**src/design/mh_tpc_trellis_decoder_assert.svh**
```systemverilog
// ----------------------------------------------------------------------------
// Assertion macros for the TPC trellis decoder
// Clocked on clk, disabled while rst_n is low.
// ----------------------------------------------------------------------------
`ifndef MH_TPC_TRELLIS_DECODER_ASSERT_SVH
`define MH_TPC_TRELLIS_DECODER_ASSERT_SVH

// Condition must hold at every edge.
`define MHTPC_ASSERT_ALWAYS(label, cond) \
    label: assert property (@(posedge clk) disable iff (!rst_n) (cond)) \
        else $error("mhtpc assertion failed");

// Antecedent in this cycle requires consequent in this cycle.
`define MHTPC_ASSERT_NOW(label, ante, cons) \
    label: assert property (@(posedge clk) disable iff (!rst_n) (ante) |-> (cons)) \
        else $error("mhtpc assertion failed");

// Antecedent in this cycle requires consequent in the next cycle.
`define MHTPC_ASSERT_NEXT(label, ante, cons) \
    label: assert property (@(posedge clk) disable iff (!rst_n) (ante) |=> (cons)) \
        else $error("mhtpc assertion failed");

`endif

```
**src/design/mhtpc_pkg.sv**
```systemverilog
// ----------------------------------------------------------------------------
// mhtpc_pkg
// Types, tables and constants shared by the TPC trellis decoder modules.
// ----------------------------------------------------------------------------
package mhtpc_pkg;

    localparam int GROUP_BYTES = 6;
    localparam int GROUPS      = 4;
    localparam int KEPT_BYTES  = 10;
    localparam int STORED      = 7;

    localparam logic [2:0] DEC_LAST = 3'(GROUP_BYTES - 1);
    localparam logic [1:0] GRP_LAST = 2'(GROUPS - 1);

    // Entry: bit 3 valid, bits 2:1 next state, bit 0 decoded bit.
    // Indexed by {state, pair}.
    localparam logic [3:0] TRELLIS_TABLE [16] = '{
        4'h8, 4'h0, 4'hD, 4'h0,
        4'h0, 4'hC, 4'h0, 4'h9,
        4'hF, 4'h0, 4'hA, 4'h0,
        4'h0, 4'hB, 4'h0, 4'hE
    };

    localparam logic [7:0] WHITEN [KEPT_BYTES] = '{
        8'hC0, 8'h6D, 8'h3F, 8'h99, 8'h38, 8'h6A, 8'h29, 8'h52, 8'hB6, 8'h64
    };

    typedef struct packed {
        logic [7:0] symbol_byte;
        logic       frame_start;
    } sym_t;

    typedef struct packed {
        logic       decode_error;
        logic [2:0] subframe_idx;
        logic [3:0] slot_idx;
        logic [6:0] parade_idx;
        logic [3:0] starting_group;
        logic [2:0] groups_minus_one;
        logic [7:0] rs_and_block_modes;
        logic [7:0] outer_code_modes;
        logic [4:0] fic_ver;
        logic [3:0] continuity_counter;
        logic [4:0] total_groups;
        logic [4:0] protocol_version;
    } hdr_t;

    typedef struct packed {
        logic [1:0] next_state;
        logic [3:0] nibble;
        logic       error;
    } trellis_out_t;

endpackage

```
**src/design/mh_tpc_trellis_decoder.sv**
```systemverilog
// ----------------------------------------------------------------------------
// mh_tpc_trellis_decoder
// Decodes the 24 symbol bytes of a transmission parameter channel frame
// and reports the parsed header.
// ----------------------------------------------------------------------------
// Input channel sym (sym_valid/sym_ready) carries one symbol byte per request
// with frame_start marking the first byte of a frame. Output channel hdr
// (hdr_valid/hdr_ready) carries one header request after the 24th byte of
// a frame; bytes past the 24th without a new frame_start are dropped.
// A symbol request is captured in an input register and decoded from it;
// the 24th byte's decode loads the result register that drives hdr_valid.
// One byte is accepted every cycle unless a held header stalls. The per-byte
// path is a 4-step trellis table walk plus the group bit-plane merge.
// When hdr_ready is low with a header pending, the input register holds
// its byte and sym_ready drops once that register is full; no request is
// lost. Reset clears trellis states, byte position, the error flag and
// both valid flags; the first byte after reset counts as byte 0.
// ----------------------------------------------------------------------------
`include "mh_tpc_trellis_decoder_assert.svh"

module mh_tpc_trellis_decoder
(
    input  logic               clk,
    input  logic               rst_n,
    input  logic               sym_valid,
    output logic               sym_ready,
    input  mhtpc_pkg::sym_t    sym,
    output logic               hdr_valid,
    input  logic               hdr_ready,
    output mhtpc_pkg::hdr_t    hdr
);

    logic                  stage_valid_reg;
    mhtpc_pkg::sym_t       stage_reg;
    logic                  res_valid_reg;
    mhtpc_pkg::hdr_t       res_reg;
    mhtpc_pkg::hdr_t       res_next;

    logic [1:0]            tstate_reg [mhtpc_pkg::GROUP_BYTES];
    logic [3:0]            nib_reg    [mhtpc_pkg::GROUP_BYTES];
    logic [7:0]            param_reg  [mhtpc_pkg::STORED];
    logic [2:0]            dec_reg;
    logic [1:0]            grp_reg;
    logic                  done_reg;
    logic                  err_reg;

    logic                  advance;
    logic                  fire;
    logic                  fs;
    logic [2:0]            cur_dec;
    logic [1:0]            cur_grp;
    logic                  cur_done;
    logic                  cur_err;
    logic [1:0]            cur_state;
    logic                  take;
    logic                  last;
    logic                  err_next;
    logic [2:0]            cur_slot;
    logic [3:0]            view [mhtpc_pkg::GROUP_BYTES];
    logic [23:0]           merged;
    logic [7:0]            mbyte [3];
    mhtpc_pkg::trellis_out_t tr;

    assign advance   = !res_valid_reg || hdr_ready;
    assign sym_ready = !stage_valid_reg || advance;
    assign fire      = stage_valid_reg && advance;

    assign fs        = stage_reg.frame_start;
    assign cur_dec   = fs ? 3'd0 : dec_reg;
    assign cur_grp   = fs ? 2'd0 : grp_reg;
    assign cur_done  = fs ? 1'b0 : done_reg;
    assign cur_err   = fs ? 1'b0 : err_reg;
    assign cur_state = fs ? 2'd0 : tstate_reg[dec_reg];
    assign take      = !cur_done;
    assign last      = take && (cur_dec == mhtpc_pkg::DEC_LAST)
                       && (cur_grp == mhtpc_pkg::GRP_LAST);
    assign err_next  = cur_err || tr.error;

    mhtpc_trellis_unit u_trellis
    (
        .state  (cur_state),
        .symbol (stage_reg.symbol_byte),
        .result (tr)
    );

    // nibble of decoder j lands in slot (j+2) mod 6
    assign cur_slot = (cur_dec < 3'd4) ? cur_dec + 3'd2 : cur_dec - 3'd4;

    always_comb
    begin
        for (int m = 0; m < mhtpc_pkg::GROUP_BYTES; m++)
        begin
            view[m] = (cur_slot == 3'(m)) ? tr.nibble : nib_reg[m];
        end
        // bit-plane interleave: bit 3 of slots 0..5 first, MSB first
        for (int b = 0; b < 4; b++)
        begin
            for (int m = 0; m < mhtpc_pkg::GROUP_BYTES; m++)
            begin
                merged[23 - (3 - b) * mhtpc_pkg::GROUP_BYTES - m] = view[m][b];
            end
        end
        for (int k = 0; k < 3; k++)
        begin
            mbyte[k] = merged[23 - 8 * k -: 8];
        end
    end

    always_comb
    begin
        logic [7:0] p9;
        p9 = mbyte[0] ^ mhtpc_pkg::WHITEN[9];
        res_next = '0;
        if (err_next)
        begin
            res_next.decode_error = 1'b1;
        end
        else
        begin
            res_next.subframe_idx       = param_reg[0][7:5];
            res_next.slot_idx           = param_reg[0][4:1];
            res_next.parade_idx         = {param_reg[0][0], param_reg[1][7:2]};
            res_next.starting_group     = {param_reg[1][1:0], param_reg[2][7:6]};
            res_next.groups_minus_one   = param_reg[2][5:3];
            res_next.rs_and_block_modes = param_reg[3];
            res_next.outer_code_modes   = param_reg[4];
            res_next.fic_ver            = param_reg[5][7:3];
            res_next.continuity_counter = {param_reg[5][2:0], param_reg[6][7]};
            res_next.total_groups       = param_reg[6][6:2];
            res_next.protocol_version   = p9[4:0];
        end
    end

    // control state
    always_ff @(posedge clk or negedge rst_n)
    begin
        if (!rst_n)
        begin
            stage_valid_reg <= 1'b0;
            res_valid_reg   <= 1'b0;
            dec_reg         <= 3'd0;
            grp_reg         <= 2'd0;
            done_reg        <= 1'b0;
            err_reg         <= 1'b0;
            for (int i = 0; i < mhtpc_pkg::GROUP_BYTES; i++)
            begin
                tstate_reg[i] <= 2'd0;
            end
        end
        else
        begin
            if (sym_ready)
            begin
                stage_valid_reg <= sym_valid;
            end

            if (fire && last)
            begin
                res_valid_reg <= 1'b1;
            end
            else if (hdr_ready)
            begin
                res_valid_reg <= 1'b0;
            end

            if (fire)
            begin
                for (int i = 0; i < mhtpc_pkg::GROUP_BYTES; i++)
                begin
                    if (take && cur_dec == 3'(i))
                    begin
                        tstate_reg[i] <= tr.next_state;
                    end
                    else if (fs)
                    begin
                        tstate_reg[i] <= 2'd0;
                    end
                end
                if (take)
                begin
                    err_reg <= err_next;
                    if (cur_dec == mhtpc_pkg::DEC_LAST)
                    begin
                        dec_reg <= 3'd0;
                        if (cur_grp == mhtpc_pkg::GRP_LAST)
                        begin
                            grp_reg  <= cur_grp;
                            done_reg <= 1'b1;
                        end
                        else
                        begin
                            grp_reg  <= cur_grp + 2'd1;
                            done_reg <= 1'b0;
                        end
                    end
                    else
                    begin
                        dec_reg  <= cur_dec + 3'd1;
                        grp_reg  <= cur_grp;
                        done_reg <= 1'b0;
                    end
                end
            end
        end
    end

    // payload
    always_ff @(posedge clk)
    begin
        if (sym_ready && sym_valid)
        begin
            stage_reg <= sym;
        end
        if (fire && last)
        begin
            res_reg <= res_next;
        end
        if (fire && take)
        begin
            nib_reg[cur_slot] <= tr.nibble;
            if (cur_dec == mhtpc_pkg::DEC_LAST)
            begin
                case (cur_grp)
                    2'd0:
                    begin
                        param_reg[0] <= mbyte[0] ^ mhtpc_pkg::WHITEN[0];
                        param_reg[1] <= mbyte[1] ^ mhtpc_pkg::WHITEN[1];
                        param_reg[2] <= mbyte[2] ^ mhtpc_pkg::WHITEN[2];
                    end
                    2'd1:
                    begin
                        param_reg[3] <= mbyte[0] ^ mhtpc_pkg::WHITEN[3];
                        param_reg[4] <= mbyte[1] ^ mhtpc_pkg::WHITEN[4];
                        param_reg[5] <= mbyte[2] ^ mhtpc_pkg::WHITEN[5];
                    end
                    2'd2:
                    begin
                        param_reg[6] <= mbyte[0] ^ mhtpc_pkg::WHITEN[6];
                    end
                    default:
                    begin
                        // last group feeds the header straight from the merge
                    end
                endcase
            end
        end
    end

    assign hdr_valid = res_valid_reg;
    assign hdr       = res_reg;

    `MHTPC_ASSERT_ALWAYS(a_dec_range, dec_reg <= mhtpc_pkg::DEC_LAST)
    `MHTPC_ASSERT_NOW(a_err_zero, res_valid_reg && res_reg.decode_error,
        res_reg.slot_idx == 4'd0 && res_reg.parade_idx == 7'd0 && res_reg.protocol_version == 5'd0)
    `MHTPC_ASSERT_NEXT(a_done_hold, fire && !fs && done_reg,
        done_reg && $stable(dec_reg) && $stable(err_reg))
    `MHTPC_ASSERT_NEXT(a_header_out, fire && last, hdr_valid)

endmodule

```
**src/design/mhtpc_trellis_unit.sv**
```systemverilog
// ----------------------------------------------------------------------------
// mhtpc_trellis_unit
// Hard-decision 4-state trellis step over the four pairs of one symbol byte.
// ----------------------------------------------------------------------------
module mhtpc_trellis_unit
(
    input  logic [1:0]                 state,
    input  logic [7:0]                 symbol,
    output mhtpc_pkg::trellis_out_t    result
);

    always_comb
    begin
        logic [1:0] st;
        logic [3:0] nib;
        logic       err;
        logic [3:0] entry;
        st  = state;
        nib = 4'd0;
        err = 1'b0;
        for (int p = 3; p >= 0; p--)
        begin
            entry = mhtpc_pkg::TRELLIS_TABLE[{st, symbol[2*p +: 2]}];
            if (entry[3])
            begin
                st     = entry[2:1];
                nib[p] = entry[0];
            end
            else
            begin
                // hold state, leave bit at zero
                err = 1'b1;
            end
        end
        result.next_state = st;
        result.nibble     = nib;
        result.error      = err;
    end

endmodule
```
**config.mk**
```make
export PLATFORM = sky130hd
export DESIGN_NAME = mh_tpc_trellis_decoder
export DESIGN_NICKNAME = d
export VERILOG_FILES = /design/src/design/mhtpc_pkg.sv /design/src/design/mh_tpc_trellis_decoder.sv /design/src/design/mhtpc_trellis_unit.sv
export VERILOG_INCLUDE_DIRS = /design/src /design/src/design
export SDC_FILE = /design/constraint.sdc
export NUM_CORES = 1
export LEC_CHECK = 0
export CAP_MARGIN = 10
export CORE_MARGIN = 2
export CORE_UTILIZATION = 63
export CTS_CLUSTER_DIAMETER = 60
export CTS_CLUSTER_SIZE = 28
export DETAILED_ROUTE_END_ITERATION = 6
export DONT_BUFFER_PORTS = 1
export PLACE_DENSITY = 0.85
export RECOVER_POWER = 100
export SYNTH_ARGS = -nofsm -noshare
export SYNTH_HDL_FRONTEND = slang
export SYNTH_SLANG_ARGS = --single-unit
```
**constraint.sdc**
```tcl
create_clock -name clk -period 5.2 [get_ports clk]
set_input_delay 0.26 -clock clk [delete_from_list [all_inputs] [get_ports clk]]
set_output_delay 0.26 -clock clk [all_outputs]
set_load 0.02 [all_outputs]
```
==> flow_summary_export.csv <==
group,metric,value,unit
run_status,run_status,"completed",
logic_synthesis,synth_top_family_by_area,"simple AND/OR/NAND/NOR gates",
cells_and_area,fillers,630,
logic_synthesis,synth-main-ff-cell,"edfxtp_1",
clocking,insertion_delay,0.54,ns
place,place_congestion,0.963,
route,routed_wl,14800,um
setup_path,critPathTopFamily,"compound AO/OA/AOI/OAI gates",
clocking,cts_sinks,162,
logic_synthesis,synth_fa_ha_area_share,0.874,%
global_routing,antenna_found_initial,0,
logic_synthesis,synthesis.area,0.00701,sq mm
clocking,cts_max_level,4,
clocking,cts_resized,0,
setup_path,path_cells,"mux2i_1 > o22ai_1 > o21ai_0 > o211ai_1 > a32o_1 > or4b_4 > o31ai_2 > or2_1 > mux2i_1",
setup_path,worstPathRequired,5.42,ns
timing,setup_viol,0,
route,antenna_left,0,
setup_path,regToRegSetupSlack,0.78,ns
timing,period_minus_slack,4.42,ns
setup_path,slowest_delay,1.08,ns
logic_synthesis,yosys.area_share.simple,14.3,%
place,numPortBuffers,0,
route,routed_via_density,6.31,
global_routing,gr-usage-all-layers,26.2,%
cells_and_area,fin_util,71.9,%
setup_path,worstPathMaxFanout,14,
route,firstDrtPassIters,5,
logic_synthesis,synth.most_common_cell,"edfxtp_1",
logic_synthesis,ys_async_sr_fraction,13.0,%
timing,rsz0062_at_grt,"false",
cells_and_area,final_nets,536,
global_routing,grt_pass1_wl,22700,um
worst_hold_path,hold_start,"hdr_ready",
clocking,cts.reportedPaths.clkPinSlew,0.06,ns
logic_synthesis,avgSynthCellArea,13.8,sq um
floorplan,start_util,64.7,%
timing,tightest_slew,1.41,ns
setup_path,endpoint_kind,"flip-flop",
logic_synthesis,synthMuxAreaShare,5.41,%
timing,fin_tns_setup,0,ns
logic_synthesis,synth_common_cells,"edfxtp_1 (141), and2_1 (61), nor2_1 (27)",
timing,skew,0.0126,ns
setup_path,critPathLaunchType,"flip-flop",
worst_hold_path,hold_class,"in2reg",
logic_synthesis,yosysTopAreaCell,"edfxtp_1",
logic_synthesis,ys_types,66,
route,wire_per_inst,22.0,um
clocking,cts_tree,"built",
cells_and_area,largest_register_ffs,57,
global_routing,grt_start_max_net_pins,58,
power_and_ir_drop,ir_drop,0.000308,V
route,drtIter0Drc,531,
logic_synthesis,postSynthCellCount,509,
cells_and_area,antennaDiodeCount,0,
flow_run,maxCapViolCount,0,
logic_synthesis,synth_top_area_share,60.4,%
timing,timing.final.ws_setup,0.779,ns
clocking,root_buffer,"clkbuf_8",
logic_synthesis,yosys-top-cells-area,"edfxtp_1 (60%), dfrtp_1 (7.5%), and2_1 (5.4%), mux2i_1 (3.0%), mux2_2 (1.9%)",
setup_path,slowest_stage,"o21ai_0",
setup_path,reg2regPathDepth,9,
timing,slew_headroom,5.83,%
logic_synthesis,synth-compound-area-share,8.07,%
route,drc,0,
setup_path,reg2reg_from,"dec_reg[0]",
timing,hold_viol,0,
floorplan,dieArea,0.0120,sq mm
floorplan,coreArea,0.0108,sq mm
cells_and_area,syn2layout_area_growth,11.2,%
route,vias,4242,
power_and_ir_drop,power_density,423,mW/mm^2
global_routing,grt_pass1_vias,4133,
power_and_ir_drop,p_leak,2.80,nW
clocking,cts_buffer_depth,2,
logic_synthesis,ys_warn_count,0,
worst_hold_path,hold_end,"hdr_valid",
logic_synthesis,synth_xor_area_share,0.625,%
clocking,numCtsBuffers,17,
timing,slew_violations,0,
setup_path,r2r-end,"param_reg[2][4]",
timing,max_freq,226,MHz
timing,fin_crit_sh,85.0,%
logic_synthesis,synth-seq-area-share,67.9,%
worst_hold_path,hold_path_depth,2,
logic_synthesis,synth_nets,526,
place,place_inst,629,
place,dp_hpwl,9010,um
setup_path,crit_type,"reg2reg",
place,dpl_worst_slack,1.39,ns
global_routing,overflow,0,
setup_path,cp.arrival,4.64,ns
floorplan,ios,72,
logic_synthesis,ys_seq_elements,162,
floorplan,die_w,109,um
floorplan,rows,38,
setup_path,crit_top_cell,"mux2i_1",
cells_and_area,layout.cells.non_filler,672,
setup_path,cp.buffers_inverters,0,
logic_synthesis,synth_edf_count,141,
cells_and_area,drive_gt1_share,8.83,%
floorplan,chipHeight,109,um
==> metal layers <==
metal | GRT usage, % | wire length, um | vias up
met1 | 31.8 | 5710 | 2066
met5 | 0 | 0 | -
li1 | - | - | 1913
met4 | 10.4 | 359 | 0
met3 | 6.82 | 1000 | 37
met2 | 44.9 | 7710 | 226
==> cells by family (layout without fill, tap and decap cells) <==
group | after synthesis | count (layout)
AO/OA/AOI/OAI | 75 | 75
XOR/XNOR | 5 | 5
adder cells (fa/ha/maj) | 5 | 5
buffers and inverters | 46 | 69
flip-flops | 162 | 162
multiplexers | 36 | 36
AND/OR/NAND/NOR | 180 | 180
==> how the worst max path moves through the flow <==
stage	startpoint	to	depth (start not counted)
floorplan	fs	hdr[0]	7
global placement	dec_reg[0]	param_reg[5][3]	9
detailed placement	dec_reg[0]	param_reg[2][4]	9
global route	dec_reg[0]	param_reg[2][4]	9
CTS	dec_reg[0]	param_reg[2][4]	9
finish	dec_reg[0]	param_reg[2][4]	9
==> area by class of cell <==
type	count	area, sq um	area share (%)
clock buffers	18	418	5.36
clock inverters	14	195	2.50
inverters	21	78.8	1.01
multi-input cells	301	2040	26.1
flip-flops and latches	162	4760	61.0
well taps	140	175	2.25
repair buffers	16	134	1.72
==> layout by cell type (no fill, tap or decap), types with 4 or more instances in the layout <==
| master | netlist | final |
|---|---|---|
| mux2i_1 | 21 | 21 |
| nand3_1 | 11 | 11 |
| and3_1 | 12 | 12 |
| nand2b_1 | 7 | 7 |
| mux2_1 | 3 | 10 |
| o21ai_0 | 11 | 14 |
| o211ai_1 | 4 | 4 |
| clkbuf_1 | 15 | 4 |
| nand3b_1 | 5 | 5 |
| clkinv_4 | 0 | 4 |
| edfxtp_1 | 141 | 141 |
| nand4_1 | 6 | 6 |
| mux2_2 | 12 | 5 |
| ha_1 | 4 | 4 |
| xnor2_1 | 5 | 5 |
| dlygate4sd3_1 | 0 | 11 |
| a21o_1 | 4 | 4 |
| inv_1 | 18 | 18 |
| and2_0 | 0 | 40 |
| a211o_1 | 4 | 4 |
| a31o_1 | 5 | 5 |
| inv_8 | 0 | 4 |
| clkbuf_16 | 0 | 16 |
| nor3_1 | 7 | 7 |
| nand2_1 | 26 | 26 |
| dfrtp_1 | 21 | 21 |
| and2_1 | 61 | 21 |
| a21oi_1 | 9 | 9 |
| nor2_1 | 27 | 27 |
==> where the power goes <==
| part | internal [W] | leakage [nW] | switching (W) | total [W] |
|---|---|---|---|---|
| logic | 0.000160 | 0.994 | 0.000286 | 0.000446 |
| clock network | 0.000751 | 0.298 | 0.000549 | 0.00130 |
| registers | 0.00150 | 1.50 | 0.0000502 | 0.00155 |
==> what timing repair did <==
| action | in CTS | in global routing |
|---|---|---|
| setup buffers | 0 | 0 |
| hold endpoints to repair | 31 | 0 |
| hold buffers | 11 | 0 |
==> through the flow <==
stage	hold WS, ns	cell area [sq um]	power, W
2_1_floorplan	-0.0356	7010	0.00190
3_3_place_gp	-0.0351	7110	0.00197
3_5_place_dp	-0.0351	7110	0.00201
4_1_cts	0.0424	7830	0.00330
5_1_grt	0.0576	7800	0.00339
6_report	0.0497	7800	0.00330
Power figures use the tool's default switching activity.
